### src/aigs_pkg.sv
// Shared types, constants and helper functions for the alpha invert gradient shader.
`default_nettype none

package aigs_pkg;

  // Field and register widths
  localparam int PIX_W           = 32;
  localparam int AREA_W          = 21;
  localparam int FMT_W           = 2;
  localparam int CFG_IDX_W       = 2;
  localparam int CFG_DATA_W      = 21;
  localparam int CH_W            = 5;
  localparam int Q_W             = 6;
  localparam int OFFSET_BITS_DEF = 20;

  // Alpha flip masks: full alpha byte and high nibble of the 16-bit word
  localparam logic [PIX_W-1:0]  ALPHA8_FLIP = 32'hFF00_0000;
  localparam logic [PIX_W-1:0]  ALPHA4_FLIP = 32'h0000_F000;
  localparam logic [AREA_W-1:0] AREA_RESET  = 21'd131072;

  typedef enum logic [FMT_W-1:0] {
    FMT_ARGB8888 = 2'd0,
    FMT_ARGB1555 = 2'd1,
    FMT_ARGB4444 = 2'd2,
    FMT_UNSUP    = 2'd3
  } fmt_e;

  typedef enum logic [CFG_IDX_W-1:0] {
    REG_PIXEL_FORMAT = 2'd0,
    REG_AREA_BYTES   = 2'd1,
    REG_SHADE_MODE   = 2'd2
  } reg_idx_e;

  typedef enum logic [1:0] {
    DIV_BY_2 = 2'd0,
    DIV_BY_3 = 2'd1,
    DIV_BY_4 = 2'd2
  } div_e;

  // Sideband that rides along the divider chain with each pixel
  typedef struct packed {
    logic [PIX_W-1:0] pixel;
    logic             unsup;
    logic             shade;
    logic             red_ge_blue;
    div_e             div;
  } side_t;

  // Scale a gradient quotient down by the final small divisor
  function automatic logic [Q_W-1:0] scale_drop(input logic [Q_W-1:0] q, input div_e d);
    logic [Q_W+5:0] prod;
    logic [Q_W-1:0] res;
    // q/3 as q*43 >> 7, exact for every 6-bit q
    prod = (Q_W+6)'(q) * (Q_W+6)'(43);
    unique case (d)
      DIV_BY_2: res = q >> 1;
      DIV_BY_3: res = Q_W'(prod[Q_W+5:7]);
      DIV_BY_4: res = q >> 2;
      default:  res = '0;
    endcase
    return res;
  endfunction

endpackage

`default_nettype wire

### src/aigs_front.sv
// Entry stage: decode the pixel format, bounds checks and gradient numerators.
`default_nettype none

module aigs_front #(
  parameter int OFFSET_BITS = 20,
  parameter int DV_W        = 27
) (
  input  wire                         clk_i,
  input  wire                         rst_ni,
  input  wire                         en_i,
  input  wire                         valid_i,
  input  wire  [aigs_pkg::PIX_W-1:0]  pixel_i,
  input  wire  [OFFSET_BITS-1:0]      offset_i,
  input  wire  aigs_pkg::fmt_e        fmt_i,
  input  wire  [aigs_pkg::AREA_W-1:0] area_i,
  input  wire                         mode_i,
  output logic                        valid_o,
  output logic [DV_W-1:0]             rem0_o,
  output logic [DV_W-1:0]             rem1_o,
  output aigs_pkg::side_t             side_o
);
  import aigs_pkg::*;

  localparam int CMP_W = ((OFFSET_BITS > AREA_W) ? OFFSET_BITS : AREA_W) + 1;

  logic [CMP_W-1:0] off_w, area_w;
  logic             in8, in4, in1;
  logic [CH_W-1:0]  red, green, blue, c0;
  logic             rb, steep;
  logic [Q_W-1:0]   m0, m1;
  logic [DV_W-1:0]  n0, n1;
  side_t            side_d, side_q;
  logic             valid_q;
  logic [DV_W-1:0]  rem0_q, rem1_q;

  // Bounds checks against the region size
  assign off_w  = CMP_W'(offset_i);
  assign area_w = CMP_W'(area_i);
  assign in8    = (off_w + CMP_W'(3)) < area_w;
  assign in4    = (off_w + CMP_W'(1)) < area_w;
  assign in1    = off_w < area_w;

  // Pick the two channels to darken and their numerators c*mul*offset
  assign red   = pixel_i[14:10];
  assign green = pixel_i[9:5];
  assign blue  = pixel_i[4:0];
  assign rb    = red >= blue;
  assign c0    = rb ? red : blue;
  assign steep = !mode_i && rb;
  assign m0    = steep ? {c0, 1'b0} : {1'b0, c0};
  assign m1    = steep ? {green, 1'b0} : {1'b0, green};
  assign n0    = DV_W'(m0) * DV_W'(offset_i);
  assign n1    = DV_W'(m1) * DV_W'(offset_i);

  // Resolve everything that needs no division right here
  always_comb begin
    side_d             = '0;
    side_d.pixel       = pixel_i;
    side_d.red_ge_blue = rb;
    if (mode_i) begin
      side_d.div = DIV_BY_4;
    end else if (rb) begin
      side_d.div = DIV_BY_3;
    end else begin
      side_d.div = DIV_BY_2;
    end
    unique case (fmt_i)
      FMT_ARGB8888: begin
        if (in8) side_d.pixel = pixel_i ^ ALPHA8_FLIP;
      end
      FMT_ARGB4444: begin
        if (in4) side_d.pixel = pixel_i ^ ALPHA4_FLIP;
      end
      FMT_ARGB1555: begin
        if (in1) begin
          if (pixel_i[15]) begin
            // New alpha is zero: clear color
            side_d.pixel = {pixel_i[31:16], 16'h0000};
          end else begin
            side_d.shade = 1'b1;
          end
        end
      end
      default: begin
        side_d.unsup = 1'b1;
      end
    endcase
  end

  // Stage valid
  always_ff @(posedge clk_i or negedge rst_ni) begin
    if (!rst_ni) begin
      valid_q <= 1'b0;
    end else if (en_i) begin
      valid_q <= valid_i;
    end
  end

  // Stage payload
  always_ff @(posedge clk_i) begin
    if (en_i && valid_i) begin
      side_q <= side_d;
      rem0_q <= n0;
      rem1_q <= n1;
    end
  end

  assign valid_o = valid_q;
  assign side_o  = side_q;
  assign rem0_o  = rem0_q;
  assign rem1_o  = rem1_q;

endmodule

`default_nettype wire

### src/aigs_cell.sv
// Divider cell: one restoring quotient bit for both channels per stage.
`default_nettype none

module aigs_cell #(
  parameter int DV_W  = 27,
  parameter int SHIFT = 0
) (
  input  wire                         clk_i,
  input  wire                         rst_ni,
  input  wire                         en_i,
  input  wire                         valid_i,
  input  wire  [aigs_pkg::AREA_W-1:0] area_i,
  input  wire  [DV_W-1:0]             rem0_i,
  input  wire  [DV_W-1:0]             rem1_i,
  input  wire  [aigs_pkg::Q_W-1:0]    q0_i,
  input  wire  [aigs_pkg::Q_W-1:0]    q1_i,
  input  wire  aigs_pkg::side_t       side_i,
  output logic                        valid_o,
  output logic [DV_W-1:0]             rem0_o,
  output logic [DV_W-1:0]             rem1_o,
  output logic [aigs_pkg::Q_W-1:0]    q0_o,
  output logic [aigs_pkg::Q_W-1:0]    q1_o,
  output aigs_pkg::side_t             side_o
);
  import aigs_pkg::*;

  logic [DV_W-1:0] trial;
  logic            hit0, hit1;
  logic            valid_q;
  logic [DV_W-1:0] rem0_q, rem1_q;
  logic [Q_W-1:0]  q0_q, q1_q;
  side_t           side_q;

  // Compare against the region size weighted by this bit
  assign trial = DV_W'(area_i) << SHIFT;
  assign hit0  = rem0_i >= trial;
  assign hit1  = rem1_i >= trial;

  // Stage valid
  always_ff @(posedge clk_i or negedge rst_ni) begin
    if (!rst_ni) begin
      valid_q <= 1'b0;
    end else if (en_i) begin
      valid_q <= valid_i;
    end
  end

  // Subtract where it fits and record the quotient bit
  always_ff @(posedge clk_i) begin
    if (en_i && valid_i) begin
      rem0_q <= hit0 ? rem0_i - trial : rem0_i;
      rem1_q <= hit1 ? rem1_i - trial : rem1_i;
      q0_q   <= q0_i | (Q_W'(hit0) << SHIFT);
      q1_q   <= q1_i | (Q_W'(hit1) << SHIFT);
      side_q <= side_i;
    end
  end

  assign valid_o = valid_q;
  assign rem0_o  = rem0_q;
  assign rem1_o  = rem1_q;
  assign q0_o    = q0_q;
  assign q1_o    = q1_q;
  assign side_o  = side_q;

endmodule

`default_nettype wire

### src/aigs_back.sv
// Output stage: apply the gradient drop, assemble the pixel and hold the result.
`default_nettype none

module aigs_back (
  input  wire                        clk_i,
  input  wire                        rst_ni,
  input  wire                        en_i,
  input  wire                        valid_i,
  input  wire  [aigs_pkg::Q_W-1:0]   q0_i,
  input  wire  [aigs_pkg::Q_W-1:0]   q1_i,
  input  wire  aigs_pkg::side_t      side_i,
  output logic                       valid_o,
  output logic [aigs_pkg::PIX_W-1:0] pixel_o,
  output logic                       unsup_o
);
  import aigs_pkg::*;

  logic [CH_W-1:0]  red, green, blue, c0, n0, n1;
  logic [Q_W-1:0]   d0, d1;
  logic [PIX_W-1:0] pixel_d;
  logic             valid_q;
  logic [PIX_W-1:0] pixel_q;
  logic             unsup_q;

  // Darken the two selected channels
  assign red   = side_i.pixel[14:10];
  assign green = side_i.pixel[9:5];
  assign blue  = side_i.pixel[4:0];
  assign c0    = side_i.red_ge_blue ? red : blue;
  assign d0    = scale_drop(q0_i, side_i.div);
  assign d1    = scale_drop(q1_i, side_i.div);
  assign n0    = c0 - d0[CH_W-1:0];
  assign n1    = green - d1[CH_W-1:0];

  // Assemble the shaded pixel with alpha set
  always_comb begin
    pixel_d = side_i.pixel;
    if (side_i.shade) begin
      if (side_i.red_ge_blue) begin
        pixel_d = {side_i.pixel[31:16], 1'b1, n0, n1, blue};
      end else begin
        pixel_d = {side_i.pixel[31:16], 1'b1, red, n1, n0};
      end
    end
  end

  // Output valid
  always_ff @(posedge clk_i or negedge rst_ni) begin
    if (!rst_ni) begin
      valid_q <= 1'b0;
    end else if (en_i) begin
      valid_q <= valid_i;
    end
  end

  // Output payload
  always_ff @(posedge clk_i) begin
    if (en_i && valid_i) begin
      pixel_q <= pixel_d;
      unsup_q <= side_i.unsup;
    end
  end

  assign valid_o = valid_q;
  assign pixel_o = pixel_q;
  assign unsup_o = unsup_q;

endmodule

`default_nettype wire

### src/alpha_invert_gradient_shader_core.sv
// Top level of the alpha invert gradient shader: config registers and the cell chain.
//
// Usage:
//   Input channel (in_valid_i/in_ready_o) carries a pixel word and its byte offset
//   in the region; output channel (out_valid_o/out_ready_i) returns the processed
//   pixel and the unsupported flag, one result per input, in order.
//   Config channel (cfg_valid_i/cfg_ready_o) writes pixel_format (index 0),
//   area_bytes (index 1) and shade_mode (index 2); it is always ready and should
//   only be written while no pixel is in flight.
//   Pipeline: a result passes through one entry stage, six divider cells (one
//   quotient bit of offset*c*mul/area each) and one output register.
//   Throughput: one pixel per clock; every stage is a register, so a new pixel
//   enters in each cycle in which the chain moves.
//   Stall: when the receiver holds out_ready_i low, the output register keeps
//   its transfer and earlier stages keep filling empty slots behind it; input
//   ready drops only once every stage, the entry stage included, is full.
//   Reset: all stage valids clear; pixel_format resets to unsupported,
//   area_bytes to 131072 and shade_mode to 0.
`default_nettype none

module alpha_invert_gradient_shader_core #(
  parameter int OFFSET_BITS = aigs_pkg::OFFSET_BITS_DEF
) (
  input  wire                             clk_i,
  input  wire                             rst_ni,
  input  wire                             in_valid_i,
  output logic                            in_ready_o,
  input  wire  [aigs_pkg::PIX_W-1:0]      pixel_in_i,
  input  wire  [OFFSET_BITS-1:0]          byte_offset_i,
  output logic                            out_valid_o,
  input  wire                             out_ready_i,
  output logic [aigs_pkg::PIX_W-1:0]      pixel_out_o,
  output logic                            unsupported_o,
  input  wire                             cfg_valid_i,
  output logic                            cfg_ready_o,
  input  wire  [aigs_pkg::CFG_IDX_W-1:0]  cfg_index_i,
  input  wire  [aigs_pkg::CFG_DATA_W-1:0] cfg_data_i
);
  import aigs_pkg::*;

  localparam int N_W    = Q_W + OFFSET_BITS;
  localparam int SH_W   = AREA_W + Q_W;
  localparam int DV_W   = (N_W > SH_W) ? N_W : SH_W;
  localparam int LAST   = Q_W + 1;

  fmt_e              pixel_format_q;
  logic [AREA_W-1:0] area_q;
  logic              shade_mode_q;

  logic [LAST:0]     vld;
  logic [LAST:0]     en;
  logic [DV_W-1:0]   rem0 [0:Q_W-1];
  logic [DV_W-1:0]   rem1 [0:Q_W-1];
  logic [Q_W-1:0]    q0   [0:Q_W];
  logic [Q_W-1:0]    q1   [0:Q_W];
  side_t             side [0:Q_W];

  // Configuration registers
  assign cfg_ready_o = 1'b1;

  always_ff @(posedge clk_i or negedge rst_ni) begin
    if (!rst_ni) begin
      pixel_format_q <= FMT_UNSUP;
      area_q         <= AREA_RESET;
      shade_mode_q   <= 1'b0;
    end else if (cfg_valid_i) begin
      unique case (reg_idx_e'(cfg_index_i))
        REG_PIXEL_FORMAT: pixel_format_q <= fmt_e'(cfg_data_i[FMT_W-1:0]);
        REG_AREA_BYTES:   area_q         <= cfg_data_i[AREA_W-1:0];
        REG_SHADE_MODE:   shade_mode_q   <= cfg_data_i[0];
        default: begin
        end
      endcase
    end
  end

  // Advance each stage when it is empty or the stage after it moves
  always_comb begin
    en[LAST] = !vld[LAST] || out_ready_i;
    for (int s = LAST - 1; s >= 0; s--) begin
      en[s] = !vld[s] || en[s+1];
    end
  end

  assign in_ready_o = en[0];

  aigs_front #(
    .OFFSET_BITS (OFFSET_BITS),
    .DV_W        (DV_W)
  ) u_front (
    .clk_i    (clk_i),
    .rst_ni   (rst_ni),
    .en_i     (en[0]),
    .valid_i  (in_valid_i),
    .pixel_i  (pixel_in_i),
    .offset_i (byte_offset_i),
    .fmt_i    (pixel_format_q),
    .area_i   (area_q),
    .mode_i   (shade_mode_q),
    .valid_o  (vld[0]),
    .rem0_o   (rem0[0]),
    .rem1_o   (rem1[0]),
    .side_o   (side[0])
  );

  assign q0[0] = '0;
  assign q1[0] = '0;

  // Divider chain, most significant quotient bit first
  for (genvar j = 0; j < Q_W; j++) begin : g_cell
    if (j < Q_W - 1) begin : g_mid
      aigs_cell #(
        .DV_W  (DV_W),
        .SHIFT (Q_W - 1 - j)
      ) u_cell (
        .clk_i   (clk_i),
        .rst_ni  (rst_ni),
        .en_i    (en[j+1]),
        .valid_i (vld[j]),
        .area_i  (area_q),
        .rem0_i  (rem0[j]),
        .rem1_i  (rem1[j]),
        .q0_i    (q0[j]),
        .q1_i    (q1[j]),
        .side_i  (side[j]),
        .valid_o (vld[j+1]),
        .rem0_o  (rem0[j+1]),
        .rem1_o  (rem1[j+1]),
        .q0_o    (q0[j+1]),
        .q1_o    (q1[j+1]),
        .side_o  (side[j+1])
      );
    end else begin : g_end
      aigs_cell #(
        .DV_W  (DV_W),
        .SHIFT (Q_W - 1 - j)
      ) u_cell (
        .clk_i   (clk_i),
        .rst_ni  (rst_ni),
        .en_i    (en[j+1]),
        .valid_i (vld[j]),
        .area_i  (area_q),
        .rem0_i  (rem0[j]),
        .rem1_i  (rem1[j]),
        .q0_i    (q0[j]),
        .q1_i    (q1[j]),
        .side_i  (side[j]),
        .valid_o (vld[j+1]),
        .rem0_o  (),
        .rem1_o  (),
        .q0_o    (q0[j+1]),
        .q1_o    (q1[j+1]),
        .side_o  (side[j+1])
      );
    end
  end

  aigs_back u_back (
    .clk_i   (clk_i),
    .rst_ni  (rst_ni),
    .en_i    (en[LAST]),
    .valid_i (vld[Q_W]),
    .q0_i    (q0[Q_W]),
    .q1_i    (q1[Q_W]),
    .side_i  (side[Q_W]),
    .valid_o (vld[LAST]),
    .pixel_o (pixel_out_o),
    .unsup_o (unsupported_o)
  );

  assign out_valid_o = vld[LAST];

endmodule

`default_nettype wire
### config.mk
export PLATFORM = sky130hd
export DESIGN_NAME = alpha_invert_gradient_shader_core
export DESIGN_NICKNAME = d
export VERILOG_FILES = /design/src/aigs_pkg.sv /design/src/aigs_front.sv /design/src/aigs_cell.sv /design/src/aigs_back.sv /design/src/alpha_invert_gradient_shader_core.sv
export SDC_FILE = /design/constraint.sdc
export NUM_CORES = 2
export LEC_CHECK = 0
export ABC_CLOCK_PERIOD_IN_PS = 11850
export BUFFER_PORTS_ARGS = -buffer_cell sky130_fd_sc_hd__buf_2
export CAP_MARGIN = 25
export CORE_AREA = 2 2 393 473
export DETAILED_ROUTE_END_ITERATION = 10
export DIE_AREA = 0 0 395 475
export PLACE_DENSITY = 0.47
export SYNTH_ARGS = -nofsm -noshare
export SYNTH_HDL_FRONTEND = slang
export SYNTH_HIERARCHICAL = 1
export SYNTH_SLANG_ARGS = --single-unit
### constraint.sdc
create_clock -name clk_i -period 11.85 [get_ports clk_i]
set_input_delay 1.7775 -clock clk_i [delete_from_list [all_inputs] [get_ports clk_i]]
set_output_delay 1.7775 -clock clk_i [all_outputs]
set_load 0.05 [all_outputs]
-- Word level (Yosys, flattened, before mapping)
Cells that the tools add are included.
Widths: inputs -> output; s select.
- word-level logic and storage cells: 186
- register bits: 708
- output and inout port bits: 36
- bits of input ports: 80
- $add $sub $neg: 14
- multiply operators: 4
- bitwise operators: 12
- $lt $le $gt $ge: 16
- mux-type cells: 26
- reduce and logical (&&, ||, !) cells: 34
- equality and inequality tests: 6
- operators by type and width (cell ; number):
    $mux 27 ; 8
    $pmux 32 s3 ; 1
    $ge 27x21->1 ; 2
    $ge 27x22->1 ; 2
    $ge 27x23->1 ; 2
    $ge 27x24->1 ; 2
    $ge 27x25->1 ; 2
    $sub 26x26->27 ; 2
    $sub 27x22->27 ; 2
    $sub 27x23->27 ; 2
    $sub 27x24->27 ; 2
    $sub 27x25->27 ; 2
    $ge 26x26->1 ; 2
    $mul 6x20->26 ; 2
    $mux 26 ; 2
    $mux 16 ; 3
    $lt 22x21->1 ; 2
    $mux 32 ; 1
    $mux 15 ; 2
    $pmux 5 s3 ; 2
    $mul 6x6->12 const B ; 2
    $add 20x1->21 const B ; 1
    $add 20x2->21 const B ; 1
    $lt 20x21->1 ; 1
    other kinds (20) ; 62

-- Longest topological paths before layout
- depth after elaboration: 10
- mapped depth: 22
- mapped depth without buffers: 21

-- By module
The synthesis kept the hierarchy.
- by module, submodules not included (module ; area an instance (µm²) ; times used ; sequential area each (µm²) ; cells each):
    aigs_front ; 13550.5 ; 1 ; 2697.6 ; 1457
    aigs_cell (g_cell[3].g_mid.u_cell) ; 6346.1 ; 1 ; 3118.0 ; 590
    aigs_cell (g_cell[4].g_mid.u_cell) ; 6294.8 ; 1 ; 3118.0 ; 595
    aigs_cell (g_cell[5].g_end.u_cell) ; 6214.7 ; 1 ; 3118.0 ; 577
    aigs_cell (g_cell[2].g_mid.u_cell) ; 6204.7 ; 1 ; 3118.0 ; 561
    aigs_cell (g_cell[1].g_mid.u_cell) ; 6065.8 ; 1 ; 3118.0 ; 542
    aigs_cell (g_cell[0].g_mid.u_cell) ; 5881.9 ; 1 ; 3118.0 ; 533
    aigs_back ; 3005.4 ; 1 ; 1016.0 ; 276
    alpha_invert_gradient_shader_core ; 1021.0 ; 1 ; 604.3 ; 68

-- Worst setup path before layout
No wires, ideal clock.
- path type: in2reg
- start point: input pixel_in_i[10] in the netlist's numbering
- end point: register u_front.rem0_q[22] (netlist: u_front/rem0_o[22]) (data pin)
- cell stages on the path: 21
- setup slack: 4908 ps
- required time: 11655 ps
- arrival: 6747 ps
- path buffers: 1
- library setup time: 195 ps
- cell sequence: inv_1 -> ha_1 -> nand2b_1 -> a21o_1 -> a21o_1 -> a21o_1 -> a211o_1 -> clkbuf_1 -> a21boi_0 -> fa_1 -> fa_1 -> inv_1 -> fa_1 -> inv_1 -> ha_1 -> a21o_1 -> a31o_2 -> o21ai_0 -> a31oi_1 -> or4_1 -> o311ai_0
- longest elaborated chain between the ends: 4
- elaborated cells between the ends (all ways): 5
- those cells by class: mul: 1; order compare: 1; mux: 2; reduce/logical: 1
- RTL lines (what ; RTL line ; RTL):
    start, declared ; alpha_invert_gradient_shader_core.sv:28 ; input wire [aigs_pkg::PIX_W-1:0] pixel_in_i,
    $ge 5x5->1 ; aigs_front.sv:47 ; assign rb = red >= blue;
    $mux 5 or $logic_and 1x1->1 (tied branches) ; aigs_front.sv:48, aigs_front.sv:49 ;
    $mux 6 (*) ; aigs_front.sv:50 ; assign m0 = steep ? {c0, 1'b0} : {1'b0, c0};
    $mul 6x20->26 (*) ; aigs_front.sv:52 ; assign n0 = DV_W'(m0) * DV_W'(offset_i);
    via u_front.n0[22] ; aigs_front.sv:31 ; logic [DV_W-1:0] n0, n1;
    end signal, assigned ; aigs_front.sv:103 ; rem0_q <= n0;
    end, declared ; aigs_front.sv:34 ; logic [DV_W-1:0] rem0_q, rem1_q;
Mark *: on every way through the listed nets, which the timed path passes. The rest lies on a longest branch.
A chain may end at the register's enable or synchronous reset.

-- Worst setup path after layout
- start point: input pixel_in_i[14] in the netlist's numbering
- end point: register u_front.rem1_q[25] (netlist: u_front/rem1_o[25]) (data pin)
- longest elaborated chain between the ends: 4
- RTL lines (what ; RTL line ; RTL):
    $ge 5x5->1 ; aigs_front.sv:47 ;
    $logic_and 1x1->1 ; aigs_front.sv:49 ; assign steep = !mode_i && rb;
    $mux 6 ; aigs_front.sv:51 ; assign m1 = steep ? {green, 1'b0} : {1'b0, green};
    $mul 6x20->26 ; aigs_front.sv:53 ; assign n1 = DV_W'(m1) * DV_W'(offset_i);
    via u_front.n1[25] ; aigs_front.sv:31 ;
    end signal, assigned ; aigs_front.sv:104 ; rem1_q <= n1;
    end, declared ; aigs_front.sv:34 ;
The timed path passes the listed nets, and every way through them passes these cells.

==> impl_metrics.toml <==
[status]
outcome = "complete, no violations"

[clock_network]
cts_sinks = 718
cts_buffers = 87
ctsLongestPathBuffers = 3
ctsHoldBuffers = 0
postCtsSetupRepairBufs = 0
cts_root_buffer = "clkbuf_16"
path_clk_slew_ps = 60
clkLatencyLatePin_ps = 700
htree_levels = 3
cts-resized-gates = 0
cts_tree = "yes"

[min_path]
worstHoldEndpoint = "g_cell[1].g_mid.u_cell/side_o[10]"
min_path_type = "flop to flop"
min_from = "g_cell[0].g_mid.u_cell/side_o[10]"
whs_path_depth = 0

[floorplanning]
io_pins = 116
core_area_sq_um = 183000
die_area_sq_um = 188000
initial_core_util_pct = 28.0
rows = 172
fp.dieH_um = 475
dieWidth_um = 395

[routing]
route.final.wire_length_um = 147000
via_count = 36300
post_drt_wl_per_cell_um = 19.9
drcViolationCount = 0
drt-initial-drc-count = 2051
drt_pass1_iterations = 5
via_per_inst = 4.91
postRouteAntennaNets = 0

[worst_setup_path]
start_kind = "primary input"
crit_arrival_ps = 8280
worstPathRequired_ps = 12260
critical_path_class = "primary input to flop"
timing.rr.end = "u_front/rem1_o[25]"
r2r_slack_ps = 5400
path_max_fanout = 20
reg2reg_depth = 15
rr_startpoint = "shade_mode_q"
cp-end-kind = "flop"

[global_routing]
grt_max_degree = 67
grt_overflow_total = 0
gr-usage-all-layers_pct = 15.4
grt_pass1_wl_um = 223000
antenna_found_initial = 2
grt_pass1_vias = 37100

[power_and_ir_drop]
internal_power_uw = 8910
pwr_density_cell_nw_per_um2 = 275
peakVddDrop_mv = 0.134
power_leakage_uw = 0.0229
switching_share_pct = 43.3
p_sw_uw = 6810
clock_power_share_pct = 17.3
p_comb_share_pct = 53.7
pwr-share-seq_pct = 29.0

[sta]
min_period_ps = 7880
final_hold_viol_count = 0
fmax_ghz = 0.127
setup_viol = 0
rsz0062_at_grt = "no"
clock-skew-final_ps = 55.2
final.setup.worst_slack_ps = 3970
drv_slew = 0
min_period_over_period_pct = 66.5
slew_headroom_pct = 30.5
worstMarginPinSlew_ps = 1040
finalSetupTns_ps = 0

[final_layout]
drive_above_1_share_pct = 9.18
final_core_util_pct = 31.3
fin_area_sq_um = 57100
final_nets = 5588
syn2layout_area_growth_pct = 11.8
n_fill_cell = 18700

[place]
gp_congestion = 0.902
pre_cts_ws_ps = 3370
place_area_sq_um = 54200
io_buffers = 114
hpwl_um = 116000

[synthesis]
postSynthCellCount = 4842
yosysWarnings = 6
synth_area_sq_um = 51100
syn-mean-instance-area_sq_um = 10.6

[flow_run]
cap_violations = 0
==> power by group through the flow <==
stage	clock network (uW)	logic [uW]	registers, uW
2_1_floorplan	0	6220	4380
3_3_place_gp	0	8340	4620
3_5_place_dp	0	8380	4620
4_1_cts	2820	8420	4570
5_1_grt	2910	9440	4640
6_report	2720	8430	4560
==> per-stage QoR <==
| step | hold slack, ps | total power [uW] | instances |
|---|---|---|---|
| after floorplan | 400 | 10600 | 4854 |
| after global placement | 400 | 13000 | 7240 |
| after detailed placement | 405 | 13000 | 7242 |
| after CTS | 397 | 15800 | 7400 |
| after global routing | 409 | 17000 | 7401 |
| final | 403 | 15700 | 7402 |
==> layout make-up <==
type,count,area (sq um),share of cell area (%)
diodes,1,2.50,0.00438
clock buffers,107,2280,4.00
clock inverters,51,664,1.16
inverters,477,1790,3.13
multi-input cells,3462,27100,47.4
flip-flops and latches,718,21400,37.5
well taps,2436,3050,5.33
repair buffers,150,873,1.53
==> state kept, by name, summed over array words and instances (netlist names) <==
register                     flops
pixel_format_q                   2
g_cell.g_mid.u_cell/rem0_o     135
g_cell.g_end.u_cell/valid_o      1
shade_mode_q                     1
g_cell.g_mid.u_cell/q0_o        30
u_back/pixel_o                  32
g_cell.g_mid.u_cell/side_o     185
area_q                          21
g_cell.g_mid.u_cell/q1_o        30
u_front/rem1_o                  26
g_cell.g_end.u_cell/side_o      37
g_cell.g_mid.u_cell/valid_o      5
g_cell.g_mid.u_cell/rem1_o     135
u_front/rem0_o                  26
g_cell.g_end.u_cell/q0_o         6
u_back/valid_o                   1
u_front/side_o                  37
g_cell.g_end.u_cell/q1_o         6
u_front/valid_o                  1
u_back/unsup_o                   1
==> worst max-delay path by stage <==
stage	slack, ps	cells after the start	end	start
floorplan	4910	21	u_front/rem0_o[22]	pixel_in_i[10]
global placement	3510	18	u_front/rem1_o[25]	pixel_in_i[14]
detailed placement	3370	18	u_front/rem1_o[25]	pixel_in_i[14]
CTS	4090	18	u_front/rem1_o[25]	pixel_in_i[14]
global route	3640	18	u_front/rem1_o[25]	pixel_in_i[14]
finish	3970	18	u_front/rem1_o[25]	pixel_in_i[14]
==> metal layers <==
| metal | part of all wire (%) | global-route usage [%] | routed length (um) | up-vias |
|---|---|---|---|---|
| met2 | 50 | 27.4 | 73800 | 746 |
| li1 | - | - | - | 17700 |
| met4 | 3.4 | 5.88 | 5000 | 0 |
| met3 | 3.1 | 1.60 | 4630 | 190 |
| met1 | 43 | 19.0 | 63700 | 17700 |
| met5 | 0 | 0 | 0 | - |
==> cells in the final DEF (no fill, tap or decap), types with 29 or more instances in the layout <==
master and instances:
edfxtp_1 686, inv_1 475, ha_1 446, nand2_1 341, a21oi_1 313, o21ai_0 257
nor2_1 213, fa_1 166, xnor2_1 151, a21o_1 123, buf_2 114, xor2_1 112
nand3_1 105, a21boi_0 98, clkbuf_16 88, and2_1 86, nor3_1 84, nor3b_1 80
mux2_2 71, nand4_1 59, nand2b_1 55, and3_1 47, a31oi_1 45, a211oi_1 42
o21bai_1 38, o21a_1 36, buf_4 34, dfrtp_1 29, o31ai_1 29
==> worst max-delay path, stage by stage <==
cell      delay [ps]
buf_2            210
ha_1             500
nor2_1           290
nor2_1           570
nand3_1          760
a21boi_0         500
fa_1             510
fa_1             550
inv_1             50
fa_1             480
inv_1             40
ha_1             340
o21ai_0          130
o21ai_0          380
nand3_1          230
o21ai_0          540
o221ai_1         250
xnor2_1          160
(Power assumes the default switching activity.)
